==> src/sv/xbrs_pkg.sv <==
package xbrs_pkg;

    localparam int unsigned DATA_W    = 64;
    localparam int unsigned HALF_W    = DATA_W / 2;
    localparam int unsigned MAX_COUNT = 64;
    localparam int unsigned CNT_W     = 7;
    localparam int unsigned KIND_W    = 3;
    localparam int unsigned WORDS     = 4;
    localparam int unsigned WIDX_W    = 2;

    localparam logic [DATA_W-1:0] SM_GAMMA = 64'h9e37_79b9_7f4a_7c15;
    localparam logic [DATA_W-1:0] SM_MUL1  = 64'hbf58_476d_1ce4_e5b9;
    localparam logic [DATA_W-1:0] SM_MUL2  = 64'h94d0_49bb_1331_11eb;

    localparam logic [DATA_W-1:0] MASK_LONG  = 64'hFFFF_FFFF_FFFF_FFFF;
    localparam logic [DATA_W-1:0] MASK_INT   = 64'h0000_0000_FFFF_FFFF;
    localparam logic [DATA_W-1:0] MASK_SHORT = 64'h0000_0000_0000_FFFF;
    localparam logic [DATA_W-1:0] MASK_BYTE  = 64'h0000_0000_0000_00FF;
    localparam logic [DATA_W-1:0] MASK_BOOL  = 64'h0000_0000_0000_0001;

    typedef enum logic [KIND_W-1:0] {
        KIND_LONG  = 3'd0,
        KIND_INT   = 3'd1,
        KIND_SHORT = 3'd2,
        KIND_BYTE  = 3'd3,
        KIND_BOOL  = 3'd4
    } kind_t;

    typedef enum logic [3:0] {
        ST_SEED_INIT,
        ST_MIX_ADD,
        ST_MUL1_GO,
        ST_MUL1_WAIT,
        ST_MUL2_GO,
        ST_MUL2_WAIT,
        ST_MIX_STORE,
        ST_IDLE,
        ST_PREP,
        ST_GEN,
        ST_DIV_WAIT,
        ST_OUT
    } state_t;

endpackage

==> src/sv/xoshiro_bounded_random_source.sv <==
// path: after the input transfer a request passes PREP and GEN (count > 0); with a positive bound it then
//   waits on the serial remainder in DIV_WAIT before OUT, with a zero or non-positive bound it
//   goes straight from GEN to OUT; each later value starts again from GEN after the output transfer
// requests: one at a time; s_tready high only in idle
// reseed: four splitmix rounds, two 3-pass multiplies each, run first on a change
// reset: rst_n asynchronous active low; seed clears to zero, s_tready rises once the reseed from it is done
module xoshiro_bounded_random_source
(
    input  logic                        clk,
    input  logic                        rst_n,
    // stream in
    input  logic                        s_tvalid,
    output logic                        s_tready,
    input  logic [71:0]                 s_tdata,  // bound[63:0], count[70:64], zero pad
    input  logic [xbrs_pkg::KIND_W-1:0] s_tuser,  // kind[2:0]
    // stream out
    output logic                        m_tvalid,
    input  logic                        m_tready,
    output logic [xbrs_pkg::DATA_W-1:0] m_tdata,  // value[63:0]
    output logic                        m_tlast,
    // register port
    input  logic                        psel,
    input  logic                        penable,
    input  logic                        pwrite,
    input  logic [3:0]                  paddr,
    input  logic [xbrs_pkg::DATA_W-1:0] pwdata,
    output logic [xbrs_pkg::DATA_W-1:0] prdata,
    output logic                        pready
);
    import xbrs_pkg::*;

    state_t            state_reg;
    state_t            state_next;

    // configuration
    logic [DATA_W-1:0] seed_reg;
    logic              cfg_wr;

    // generator state and splitmix working registers
    logic [DATA_W-1:0] words_reg [WORDS];
    logic [DATA_W-1:0] words_next [WORDS];
    logic [DATA_W-1:0] applied_reg;
    logic [DATA_W-1:0] applied_next;
    logic [DATA_W-1:0] acc_reg;
    logic [DATA_W-1:0] acc_next;
    logic [DATA_W-1:0] z_reg;
    logic [DATA_W-1:0] z_next;
    logic [WIDX_W-1:0] widx_reg;
    logic [WIDX_W-1:0] widx_next;

    // request registers
    logic [CNT_W-1:0]  cnt_reg;
    logic [CNT_W-1:0]  cnt_next;
    logic [DATA_W-1:0] mask_reg;
    logic [DATA_W-1:0] mask_next;
    logic [DATA_W-1:0] bnd_reg;
    logic [DATA_W-1:0] bnd_next;
    logic              full_reg;
    logic              full_next;
    logic              pos_reg;
    logic              pos_next;
    logic              bool_reg;
    logic              bool_next;

    // result register
    logic [DATA_W-1:0] value_reg;
    logic [DATA_W-1:0] value_next;
    logic              last_reg;
    logic              last_next;

    // request decode
    logic [DATA_W-1:0] in_bound;
    logic [CNT_W-1:0]  in_count;
    logic [CNT_W-1:0]  in_cnt_sat;
    logic [DATA_W-1:0] dec_mask;
    logic [DATA_W-1:0] dec_bnd;
    logic              dec_pos;
    logic              dec_bool;

    // xoshiro256** output and next state
    logic [DATA_W-1:0] x5;
    logic [DATA_W-1:0] xrot;
    logic [DATA_W-1:0] adv_res;
    logic [DATA_W-1:0] t2;
    logic [DATA_W-1:0] t3;
    logic [DATA_W-1:0] t1;
    logic [DATA_W-1:0] t0;
    logic [DATA_W-1:0] splitmix_out;

    // multiplier and remainder units
    logic              mul_start;
    logic [DATA_W-1:0] mul_a;
    logic [DATA_W-1:0] mul_b;
    logic              mul_done;
    logic [DATA_W-1:0] mul_prod;
    logic              div_start;
    logic              div_done;
    logic [DATA_W-1:0] div_rem;

    logic              s_xfer;
    logic              m_xfer;

    xbrs_mul64 u_mul
    (
        .clk   (clk),
        .rst_n (rst_n),
        .start (mul_start),
        .a     (mul_a),
        .b     (mul_b),
        .done  (mul_done),
        .prod  (mul_prod)
    );

    xbrs_rem64 u_rem
    (
        .clk      (clk),
        .rst_n    (rst_n),
        .start    (div_start),
        .dividend (adv_res),
        .divisor  (bnd_reg),
        .done     (div_done),
        .rem      (div_rem)
    );

    // register port: one 64-bit register at byte address 0
    assign pready = 1'b1;
    assign cfg_wr = psel && penable && pwrite && (paddr[3] == 1'b0);
    assign prdata = (paddr[3] == 1'b0) ? seed_reg : '0;

    assign s_tready = (state_reg == ST_IDLE);
    assign m_tvalid = (state_reg == ST_OUT);
    assign m_tdata  = value_reg;
    assign m_tlast  = last_reg;
    assign s_xfer   = s_tvalid && s_tready;
    assign m_xfer   = m_tvalid && m_tready;

    assign in_bound   = s_tdata[DATA_W-1:0];
    assign in_count   = s_tdata[DATA_W+CNT_W-1:DATA_W];
    assign in_cnt_sat = (in_count > CNT_W'(MAX_COUNT)) ? CNT_W'(MAX_COUNT) : in_count;

    // bound truncation per kind; codes above bool fall back to long
    always_comb
    begin
        dec_bool = 1'b0;
        case (kind_t'(s_tuser))
            KIND_INT:
            begin
                dec_mask = MASK_INT;
                dec_bnd  = in_bound & MASK_INT;
                dec_pos  = (dec_bnd != '0) && !in_bound[31];
            end
            KIND_SHORT:
            begin
                dec_mask = MASK_SHORT;
                dec_bnd  = in_bound & MASK_SHORT;
                dec_pos  = (dec_bnd != '0) && !in_bound[15];
            end
            KIND_BYTE:
            begin
                dec_mask = MASK_BYTE;
                dec_bnd  = in_bound & MASK_BYTE;
                dec_pos  = (dec_bnd != '0);
            end
            KIND_BOOL:
            begin
                dec_mask = MASK_BOOL;
                dec_bnd  = in_bound;
                dec_pos  = (in_bound != '0) && !in_bound[DATA_W-1];
                dec_bool = 1'b1;
            end
            default:
            begin
                dec_mask = MASK_LONG;
                dec_bnd  = in_bound;
                dec_pos  = (in_bound != '0) && !in_bound[DATA_W-1];
            end
        endcase
    end

    // xoshiro256** scrambler: rotl(w1 * 5, 7) * 9, both constants by shift and add
    always_comb
    begin
        x5      = (words_reg[1] << 2) + words_reg[1];
        xrot    = {x5[DATA_W-8:0], x5[DATA_W-1:DATA_W-7]};
        adv_res = (xrot << 3) + xrot;
        t2      = words_reg[2] ^ words_reg[0];
        t3      = words_reg[3] ^ words_reg[1];
        t1      = words_reg[1] ^ t2;
        t0      = words_reg[0] ^ t3;
    end

    assign splitmix_out = z_reg ^ (z_reg >> 30'd31);

    // both multiplies of a splitmix round go through the shared multiplier
    assign mul_a = (state_reg == ST_MUL1_GO) ? (z_reg ^ (z_reg >> 30)) : (z_reg ^ (z_reg >> 27));
    assign mul_b = (state_reg == ST_MUL1_GO) ? SM_MUL1 : SM_MUL2;

    always_ff @(posedge clk or negedge rst_n)
    begin
        if (!rst_n)
            state_reg <= ST_SEED_INIT;
        else
            state_reg <= state_next;
    end

    // sequencer
    always_comb
    begin
        state_next   = state_reg;
        words_next   = words_reg;
        applied_next = applied_reg;
        acc_next     = acc_reg;
        z_next       = z_reg;
        widx_next    = widx_reg;
        cnt_next     = cnt_reg;
        mask_next    = mask_reg;
        bnd_next     = bnd_reg;
        full_next    = full_reg;
        pos_next     = pos_reg;
        bool_next    = bool_reg;
        value_next   = value_reg;
        last_next    = last_reg;
        mul_start    = 1'b0;
        div_start    = 1'b0;

        unique case (state_reg)
            // reseed: four splitmix64 rounds fill the generator words
            ST_SEED_INIT:
            begin
                acc_next     = seed_reg;
                applied_next = seed_reg;
                widx_next    = '0;
                state_next   = ST_MIX_ADD;
            end
            ST_MIX_ADD:
            begin
                acc_next   = acc_reg + SM_GAMMA;
                z_next     = acc_reg + SM_GAMMA;
                state_next = ST_MUL1_GO;
            end
            ST_MUL1_GO:
            begin
                mul_start  = 1'b1;
                state_next = ST_MUL1_WAIT;
            end
            ST_MUL1_WAIT:
            begin
                if (mul_done)
                begin
                    z_next     = mul_prod;
                    state_next = ST_MUL2_GO;
                end
            end
            ST_MUL2_GO:
            begin
                mul_start  = 1'b1;
                state_next = ST_MUL2_WAIT;
            end
            ST_MUL2_WAIT:
            begin
                if (mul_done)
                begin
                    z_next     = mul_prod;
                    state_next = ST_MIX_STORE;
                end
            end
            ST_MIX_STORE:
            begin
                words_next[widx_reg] = splitmix_out;
                widx_next            = widx_reg + WIDX_W'(1);
                if (widx_reg == WIDX_W'(WORDS - 1))
                    state_next = ST_PREP;
                else
                    state_next = ST_MIX_ADD;
            end
            ST_IDLE:
            begin
                if (s_xfer)
                begin
                    cnt_next   = in_cnt_sat;
                    mask_next  = dec_mask;
                    bnd_next   = dec_bnd;
                    full_next  = (in_bound == '0);
                    pos_next   = dec_pos;
                    bool_next  = dec_bool;
                    state_next = ST_PREP;
                end
            end
            // a changed seed is applied before the request, even for count zero
            ST_PREP:
            begin
                if (seed_reg != applied_reg)
                    state_next = ST_SEED_INIT;
                else if (cnt_reg == '0)
                    state_next = ST_IDLE;
                else
                    state_next = ST_GEN;
            end
            ST_GEN:
            begin
                last_next = (cnt_reg == CNT_W'(1));
                if (full_reg || pos_reg)
                begin
                    words_next[0] = t0;
                    words_next[1] = t1;
                    words_next[2] = t2 ^ (words_reg[1] << 17);
                    words_next[3] = {t3[DATA_W-46:0], t3[DATA_W-1:DATA_W-45]};
                end
                if (full_reg)
                begin
                    value_next = adv_res & mask_reg;
                    state_next = ST_OUT;
                end
                else if (pos_reg)
                begin
                    // remainder unit latches adv_res before the words move on
                    div_start  = 1'b1;
                    state_next = ST_DIV_WAIT;
                end
                else
                begin
                    value_next = '0;
                    state_next = ST_OUT;
                end
            end
            ST_DIV_WAIT:
            begin
                if (div_done)
                begin
                    if (bool_reg)
                        value_next = {{(DATA_W-1){1'b0}}, (div_rem != '0)};
                    else
                        value_next = div_rem & mask_reg;
                    state_next = ST_OUT;
                end
            end
            ST_OUT:
            begin
                if (m_xfer)
                begin
                    cnt_next = cnt_reg - CNT_W'(1);
                    if (last_reg)
                        state_next = ST_IDLE;
                    else
                        state_next = ST_GEN;
                end
            end
            default:
            begin
                state_next = ST_IDLE;
            end
        endcase
    end

    // control state
    always_ff @(posedge clk or negedge rst_n)
    begin
        if (!rst_n)
        begin
            seed_reg <= '0;
            cnt_reg  <= '0;
            widx_reg <= '0;
        end
        else
        begin
            if (cfg_wr)
                seed_reg <= pwdata;
            cnt_reg  <= cnt_next;
            widx_reg <= widx_next;
        end
    end

    // payload, loaded by the sequencer before first use
    always_ff @(posedge clk)
    begin
        words_reg   <= words_next;
        applied_reg <= applied_next;
        acc_reg     <= acc_next;
        z_reg       <= z_next;
        mask_reg    <= mask_next;
        bnd_reg     <= bnd_next;
        full_reg    <= full_next;
        pos_reg     <= pos_next;
        bool_reg    <= bool_next;
        value_reg   <= value_next;
        last_reg    <= last_next;
    end

`ifndef SYNTHESIS
    a_no_accept_while_out: assert property (@(posedge clk) disable iff (!rst_n)
        m_tvalid |-> !s_tready)
        else $error("input accepted while a result is pending");

    a_div_done_in_wait: assert property (@(posedge clk) disable iff (!rst_n)
        div_done |-> (state_reg == ST_DIV_WAIT))
        else $error("remainder finished outside its wait state");

    a_out_has_count: assert property (@(posedge clk) disable iff (!rst_n)
        (state_reg == ST_OUT) |-> (cnt_reg != '0) && (last_reg == (cnt_reg == CNT_W'(1))))
        else $error("result count out of step with last flag");

    a_last_goes_idle: assert property (@(posedge clk) disable iff (!rst_n)
        (m_xfer && m_tlast) |=> (state_reg == ST_IDLE))
        else $error("request did not end on last transfer");
`endif

endmodule

==> src/sv/xbrs_mul64.sv <==
module xbrs_mul64
(
    input  logic                      clk,
    input  logic                      rst_n,
    input  logic                      start,
    input  logic [xbrs_pkg::DATA_W-1:0] a,
    input  logic [xbrs_pkg::DATA_W-1:0] b,
    output logic                      done,
    output logic [xbrs_pkg::DATA_W-1:0] prod
);
    import xbrs_pkg::*;

    logic [DATA_W-1:0] a_reg;
    logic [DATA_W-1:0] b_reg;
    logic [DATA_W-1:0] acc_reg;
    logic [DATA_W-1:0] acc_next;
    logic [1:0]        phase_reg;
    logic              busy_reg;
    logic              done_reg;
    logic [HALF_W-1:0] op_a;
    logic [HALF_W-1:0] op_b;
    logic [DATA_W-1:0] part;

    // one 32x32 multiplier, low 64 bits of the 128-bit product in three passes
    always_comb
    begin
        op_a = a_reg[HALF_W-1:0];
        op_b = b_reg[HALF_W-1:0];
        case (phase_reg)
            2'd1:    op_a = a_reg[DATA_W-1:HALF_W];
            2'd2:    op_b = b_reg[DATA_W-1:HALF_W];
            default: op_a = a_reg[HALF_W-1:0];
        endcase
        part = DATA_W'(op_a) * DATA_W'(op_b);
        if (phase_reg == 2'd0)
            acc_next = part;
        else
            acc_next = acc_reg + {part[HALF_W-1:0], {HALF_W{1'b0}}};
    end

    always_ff @(posedge clk or negedge rst_n)
    begin
        if (!rst_n)
        begin
            busy_reg  <= 1'b0;
            done_reg  <= 1'b0;
            phase_reg <= 2'd0;
        end
        else
        begin
            done_reg <= 1'b0;
            if (start)
            begin
                busy_reg  <= 1'b1;
                phase_reg <= 2'd0;
            end
            else if (busy_reg)
            begin
                phase_reg <= phase_reg + 2'd1;
                if (phase_reg == 2'd2)
                begin
                    busy_reg <= 1'b0;
                    done_reg <= 1'b1;
                end
            end
        end
    end

    always_ff @(posedge clk)
    begin
        if (start)
        begin
            a_reg <= a;
            b_reg <= b;
        end
        if (busy_reg)
            acc_reg <= acc_next;
    end

    assign done = done_reg;
    assign prod = acc_reg;

`ifndef SYNTHESIS
    a_mul_no_restart: assert property (@(posedge clk) disable iff (!rst_n)
        start |-> !busy_reg)
        else $error("multiplier started while busy");
`endif

endmodule

==> src/sv/xbrs_rem64.sv <==
module xbrs_rem64
(
    input  logic                        clk,
    input  logic                        rst_n,
    input  logic                        start,
    input  logic [xbrs_pkg::DATA_W-1:0] dividend,
    input  logic [xbrs_pkg::DATA_W-1:0] divisor,
    output logic                        done,
    output logic [xbrs_pkg::DATA_W-1:0] rem
);
    import xbrs_pkg::*;

    logic [DATA_W-1:0] q_reg;
    logic [DATA_W-1:0] r_reg;
    logic [DATA_W-1:0] d_reg;
    logic [CNT_W-1:0]  cnt_reg;
    logic              busy_reg;
    logic              done_reg;
    logic [DATA_W-1:0] r_shift;
    logic [DATA_W-1:0] r_next;

    // restoring remainder, one dividend bit per cycle; divisor stays below 2^63
    always_comb
    begin
        r_shift = {r_reg[DATA_W-2:0], q_reg[DATA_W-1]};
        if (r_shift >= d_reg)
            r_next = r_shift - d_reg;
        else
            r_next = r_shift;
    end

    always_ff @(posedge clk or negedge rst_n)
    begin
        if (!rst_n)
        begin
            busy_reg <= 1'b0;
            done_reg <= 1'b0;
            cnt_reg  <= '0;
        end
        else
        begin
            done_reg <= 1'b0;
            if (start)
            begin
                busy_reg <= 1'b1;
                cnt_reg  <= CNT_W'(DATA_W);
            end
            else if (busy_reg)
            begin
                cnt_reg <= cnt_reg - CNT_W'(1);
                if (cnt_reg == CNT_W'(1))
                begin
                    busy_reg <= 1'b0;
                    done_reg <= 1'b1;
                end
            end
        end
    end

    always_ff @(posedge clk)
    begin
        if (start)
        begin
            q_reg <= dividend;
            d_reg <= divisor;
            r_reg <= '0;
        end
        else if (busy_reg)
        begin
            q_reg <= {q_reg[DATA_W-2:0], 1'b0};
            r_reg <= r_next;
        end
    end

    assign done = done_reg;
    assign rem  = r_reg;

`ifndef SYNTHESIS
    a_rem_below_divisor: assert property (@(posedge clk) disable iff (!rst_n)
        done_reg |-> (r_reg < d_reg))
        else $error("remainder not below divisor");
`endif

endmodule

==> config.mk <==
export PLATFORM = sky130hd
export DESIGN_NAME = xoshiro_bounded_random_source
export DESIGN_NICKNAME = d
export VERILOG_FILES = /design/src/sv/xbrs_pkg.sv /design/src/sv/xoshiro_bounded_random_source.sv /design/src/sv/xbrs_mul64.sv /design/src/sv/xbrs_rem64.sv
export SDC_FILE = /design/constraint.sdc
export NUM_CORES = 2
export LEC_CHECK = 0
export BUFFER_PORTS_ARGS = -buffer_cell sky130_fd_sc_hd__buf_2
export CELL_PAD_IN_SITES_DETAIL_PLACEMENT = 2
export CELL_PAD_IN_SITES_GLOBAL_PLACEMENT = 2
export CORE_ASPECT_RATIO = 0.75
export CORE_UTILIZATION = 25
export DETAILED_ROUTE_END_ITERATION = 8
export PLACE_DENSITY_LB_ADDON = 0.1
export SLEW_MARGIN = 25
export SYNTH_ARGS = -nofsm -noshare
export SYNTH_HDL_FRONTEND = slang
export SYNTH_SLANG_ARGS = --single-unit
==> constraint.sdc <==
create_clock -name clk -period 9.1 [get_ports clk]
set_input_delay 0.91 -clock clk [delete_from_list [all_inputs] [get_ports clk]]
set_output_delay 0.91 -clock clk [all_outputs]
set_load 0.03 [all_outputs]
==> metrics.md <==
| Metric | Value |
|---|---|
| CTS Buffer Depth | 3 |
| Crit path kind | reg2reg |
| Detailed Route Iter0 Violations | about 4.8k |
| Main flop type after synthesis | edfxtp_1 |
| Yosys reg bits | 996 |
| Layout cells sized above 1 | 0.206 |
| Achievable Freq | 108 MHz |
| CP max-delay cell | fa_1 |
| Largest delay share family, worst path | adder cells |
| Max cap viols | 0 |
| Final instance area | 106,000 um2 |
| Post-Route WL | 391,000 um |
| Worst Hold Class | in2async |
| Syn_nets | 10.1k |
| Crit path max fanout | 6 |
| Largest stage delay, worst path | 610 ps |
| Die H | 512 um |
| Ys async rst share | 0.0904 |
| Root Buffer | clkbuf_16 |
| Status | complete, but fails checks |
| Clk sink count | ~1,000 |
| Worst path bufs/invs | 8 |
| Die ar. | 349,000 um2 |
| Register area share after synthesis | 0.333 |
| Post-route ant nets | 0 |
| Critical path capture point type | flip-flop |
| Slew HR | 0.107 |
| Clock latency on the worst-skew pair | 800 ps |
| Post-synth cell types | between 100 and 150 |
| Count of hold-fix buffers inserted at cts | 0 |
| Violated checks | design-rule violations, negative setup slack |
| Die extent in x | about 680 um |
| Via density | 4.82 |
| Pins Over Slew Limit | 0 |
| IO Count | 282 |
| DR DRC count | 24 |
| Vias in the first global route | 74.8k |
| H-tree levels | 3 |
| Mapped Avg Cell Area | ~10 um2 |
| GPL Wtd Cong | 0.894 |
| Area growth, synth to finish | 22.5% |
| EDFF count, synth | around 840 |
| Starting Density | 0.252 |
| Pin count of the biggest net entering global routing | slightly below 100 |
| First-pass iteration count of the detailed router | 9 |
| Critical path required time | 9590 ps |
| Routed WL per cell | ~27 um |
| Final #Nets | between 10k and 15k |
| Fin crit share | 1.02 |
| Core Footprint | 343,000 um2 |
| TritonCTS buffer count | 117 |
| Worst Skew | 86.1 ps |
| Mapped cell area | just under 90,000 um2 |
| Final HPWL DP | about 330,000 um |
| Final hold viol count | 0 |
| Post-layout min period | just over 9000 ps |
| Hold_ws | 135 ps |
| Max reg flops | 256 |
| CP startpoint kind | flip-flop |
| Yosys Warn Count | 0 |
| Cells after Synth | ~8.6k |
| Port Buf Inserts | ~280 |
| RSZ-0062 raised after global routing | yes |
| CTS tree | yes |
| Row count | 186 |
| Placed inst area | ~99,000 um2 |
| CP arrival | slightly below 10,000 ps |
| CTS clk-pin slew, worst paths | 70 ps |
| Initial antenna violation count | 26 |
| Final TNS setup | -353 ps |
| GRT Residual Overflow | 0 |
| Via count | 68.6k |
| First-pass GRT wire length | about 560,000 um |
| # setup viols final | 6 |
| GRT Util Overall | 0.221 |
| Final worst slack | -152 ps |
| Worst Tran Pin Value | between 1000 and 1500 ps |
## per-layer routing
layer / vias up / part of all wire / track usage
met2: 1261 / 0.44 / 0.337
met5: - / 0 / 0
li1: 30783 / - / -
met1: 36360 / 0.51 / 0.345
met4: 0 / 0.012 / 0.0276
met3: 211 / 0.039 / 0.0183
## cell families (layout without fill, tap and decap cells)
| kind of cell | count (synthesis) | after routing | synth area share |
|---|---|---|---|
| xor+xnor | 778 | 778 | 0.0790 |
| flops | 996 | 996 | 0.333 |
| other cells | 1 | 4 | 0.0000433 |
| mux | 164 | 164 | 0.0203 |
| compound gates | 1663 | 1663 | 0.119 |
| buf+inv | 1463 | 2516 | 0.0636 |
| fa+ha+maj | 1388 | 1388 | 0.272 |
| simple gates | 2116 | 2116 | 0.113 |
## placed cells by master, fill, tap and decap left out, types with 105 or more instances in the layout
cell type / Yosys / final
a21o_1: 196 / 196
a21oi_1: 445 / 408
a22o_1: 105 / 105
and2_1: 126 / 118
buf_2: 7 / 274
buf_4: 1 / 873
clkbuf_16: 0 / 120
edfxtp_1: 842 / 842
fa_1: 827 / 748
ha_1: 561 / 509
inv_1: 1079 / 1010
nand2_1: 796 / 743
nand3_1: 161 / 159
nor2_1: 511 / 465
nor2b_1: 121 / 116
o21ai_0: 521 / 495
xnor2_1: 460 / 442
xor2_1: 316 / 309
## final timing paths
check	startpoint	endpoint	slack, ps	cells past startpoint
min	rst_n	seed_reg[62]	140	1
max reg2reg	u_mul.phase_reg[1]	u_mul.prod[63]	-150	40
min in group clk	s_tdata[1]	bnd_reg[1]	310	1
min reg2reg	bnd_reg[45]	u_rem.d_reg[45]	420	0
max in group asynchronous	rst_n	u_mul.phase_reg[0]	7550	2
max	u_mul.phase_reg[1]	u_mul.prod[63]	-150	40
## area by class of cell
class / count / area (um2)
diodes: 3 / 7.51
inverters: 1084 / 4090
well taps: 4606 / 5760
clock inverters: 63 / 709
fillers: 37661 / 237000
flip-flops and latches: 996 / 28800
clock buffers: 159 / 3280
repair buffers: 1210 / 8970
multi-input cells: 6110 / 54400
## timing repair
item,in CTS,in global routing
cloned,1,1
gates resized for setup,303,232
setup buffers,29,38
endpoints found under the setup margin,25,21
pin swaps,119,165
## cell usage after synthesis (7+ instances only)
library cell | number | share of area
nor2b_1 | 121 | 0.0087
buf_1 | 42 | 0.0018
a221oi_1 | 8 | 0.00081
a22o_1 | 105 | 0.011
and3_1 | 42 | 0.0030
a41oi_1 | 9 | 0.00091
inv_1 | 1079 | 0.047
mux2_2 | 92 | 0.012
dfrtp_1 | 90 | 0.026
fa_1 | 827 | 0.19
a221o_1 | 10 | 0.0012
buf_2 | 7 | 0.00040
a21o_1 | 196 | 0.017
ha_1 | 561 | 0.081
nand4_1 | 91 | 0.0066
or3_1 | 27 | 0.0020
mux2i_1 | 72 | 0.0083
nor4_1 | 61 | 0.0044
nand3_1 | 161 | 0.0093
nand2b_1 | 42 | 0.0030
a21oi_1 | 445 | 0.026
a21boi_0 | 11 | 0.00095
or2_2 | 19 | 0.0014
xnor2_1 | 460 | 0.047
nor3_1 | 81 | 0.0047
o21ai_0 | 521 | 0.030
a31oi_1 | 40 | 0.0029
o21ai_1 | 32 | 0.0019
o221ai_1 | 7 | 0.00071
dfxtp_1 | 64 | 0.015
edfxtp_1 | 842 | 0.29
o211ai_1 | 20 | 0.0017
nor2_1 | 511 | 0.022
clkbuf_1 | 325 | 0.014
nand2_1 | 796 | 0.035
or4_1 | 7 | 0.00061
a211oi_1 | 43 | 0.0037
a22oi_1 | 10 | 0.00087
o21bai_1 | 71 | 0.0062
o31ai_1 | 18 | 0.0016
and2_1 | 126 | 0.0091
xor2_1 | 316 | 0.032
o21a_1 | 36 | 0.0031
## worst reg2reg max path: cells and delay by family, from the launching register on
| family | cells | cell delay (ps) |
|---|---|---|
| AOI/OAI and AO/OA | 10 | 1550 |
| xor gates and xnor gates | 2 | 230 |
| adders and majority gates | 11 | 4680 |
| buffers and inverters | 8 | 760 |
| DFF | 1 | 390 |
| muxes | 1 | 190 |
| and+or+nand+nor | 8 | 1250 |
## stage by stage
stage | instances | utilization | worst slack (ps)
2_1_floorplan | 8569 | - | 1.06
3_3_place_gp | 13938 | 0.289 | -751
3_5_place_dp | 13939 | 0.289 | -744
4_1_cts | 14189 | 0.305 | -155
5_1_grt | 14229 | 0.309 | -411
6_report | 14231 | 0.309 | -152
Power is left out: the tool's default activity adds up to more than one toggle a clock period on the data nets, which glitch-free logic cannot reach.
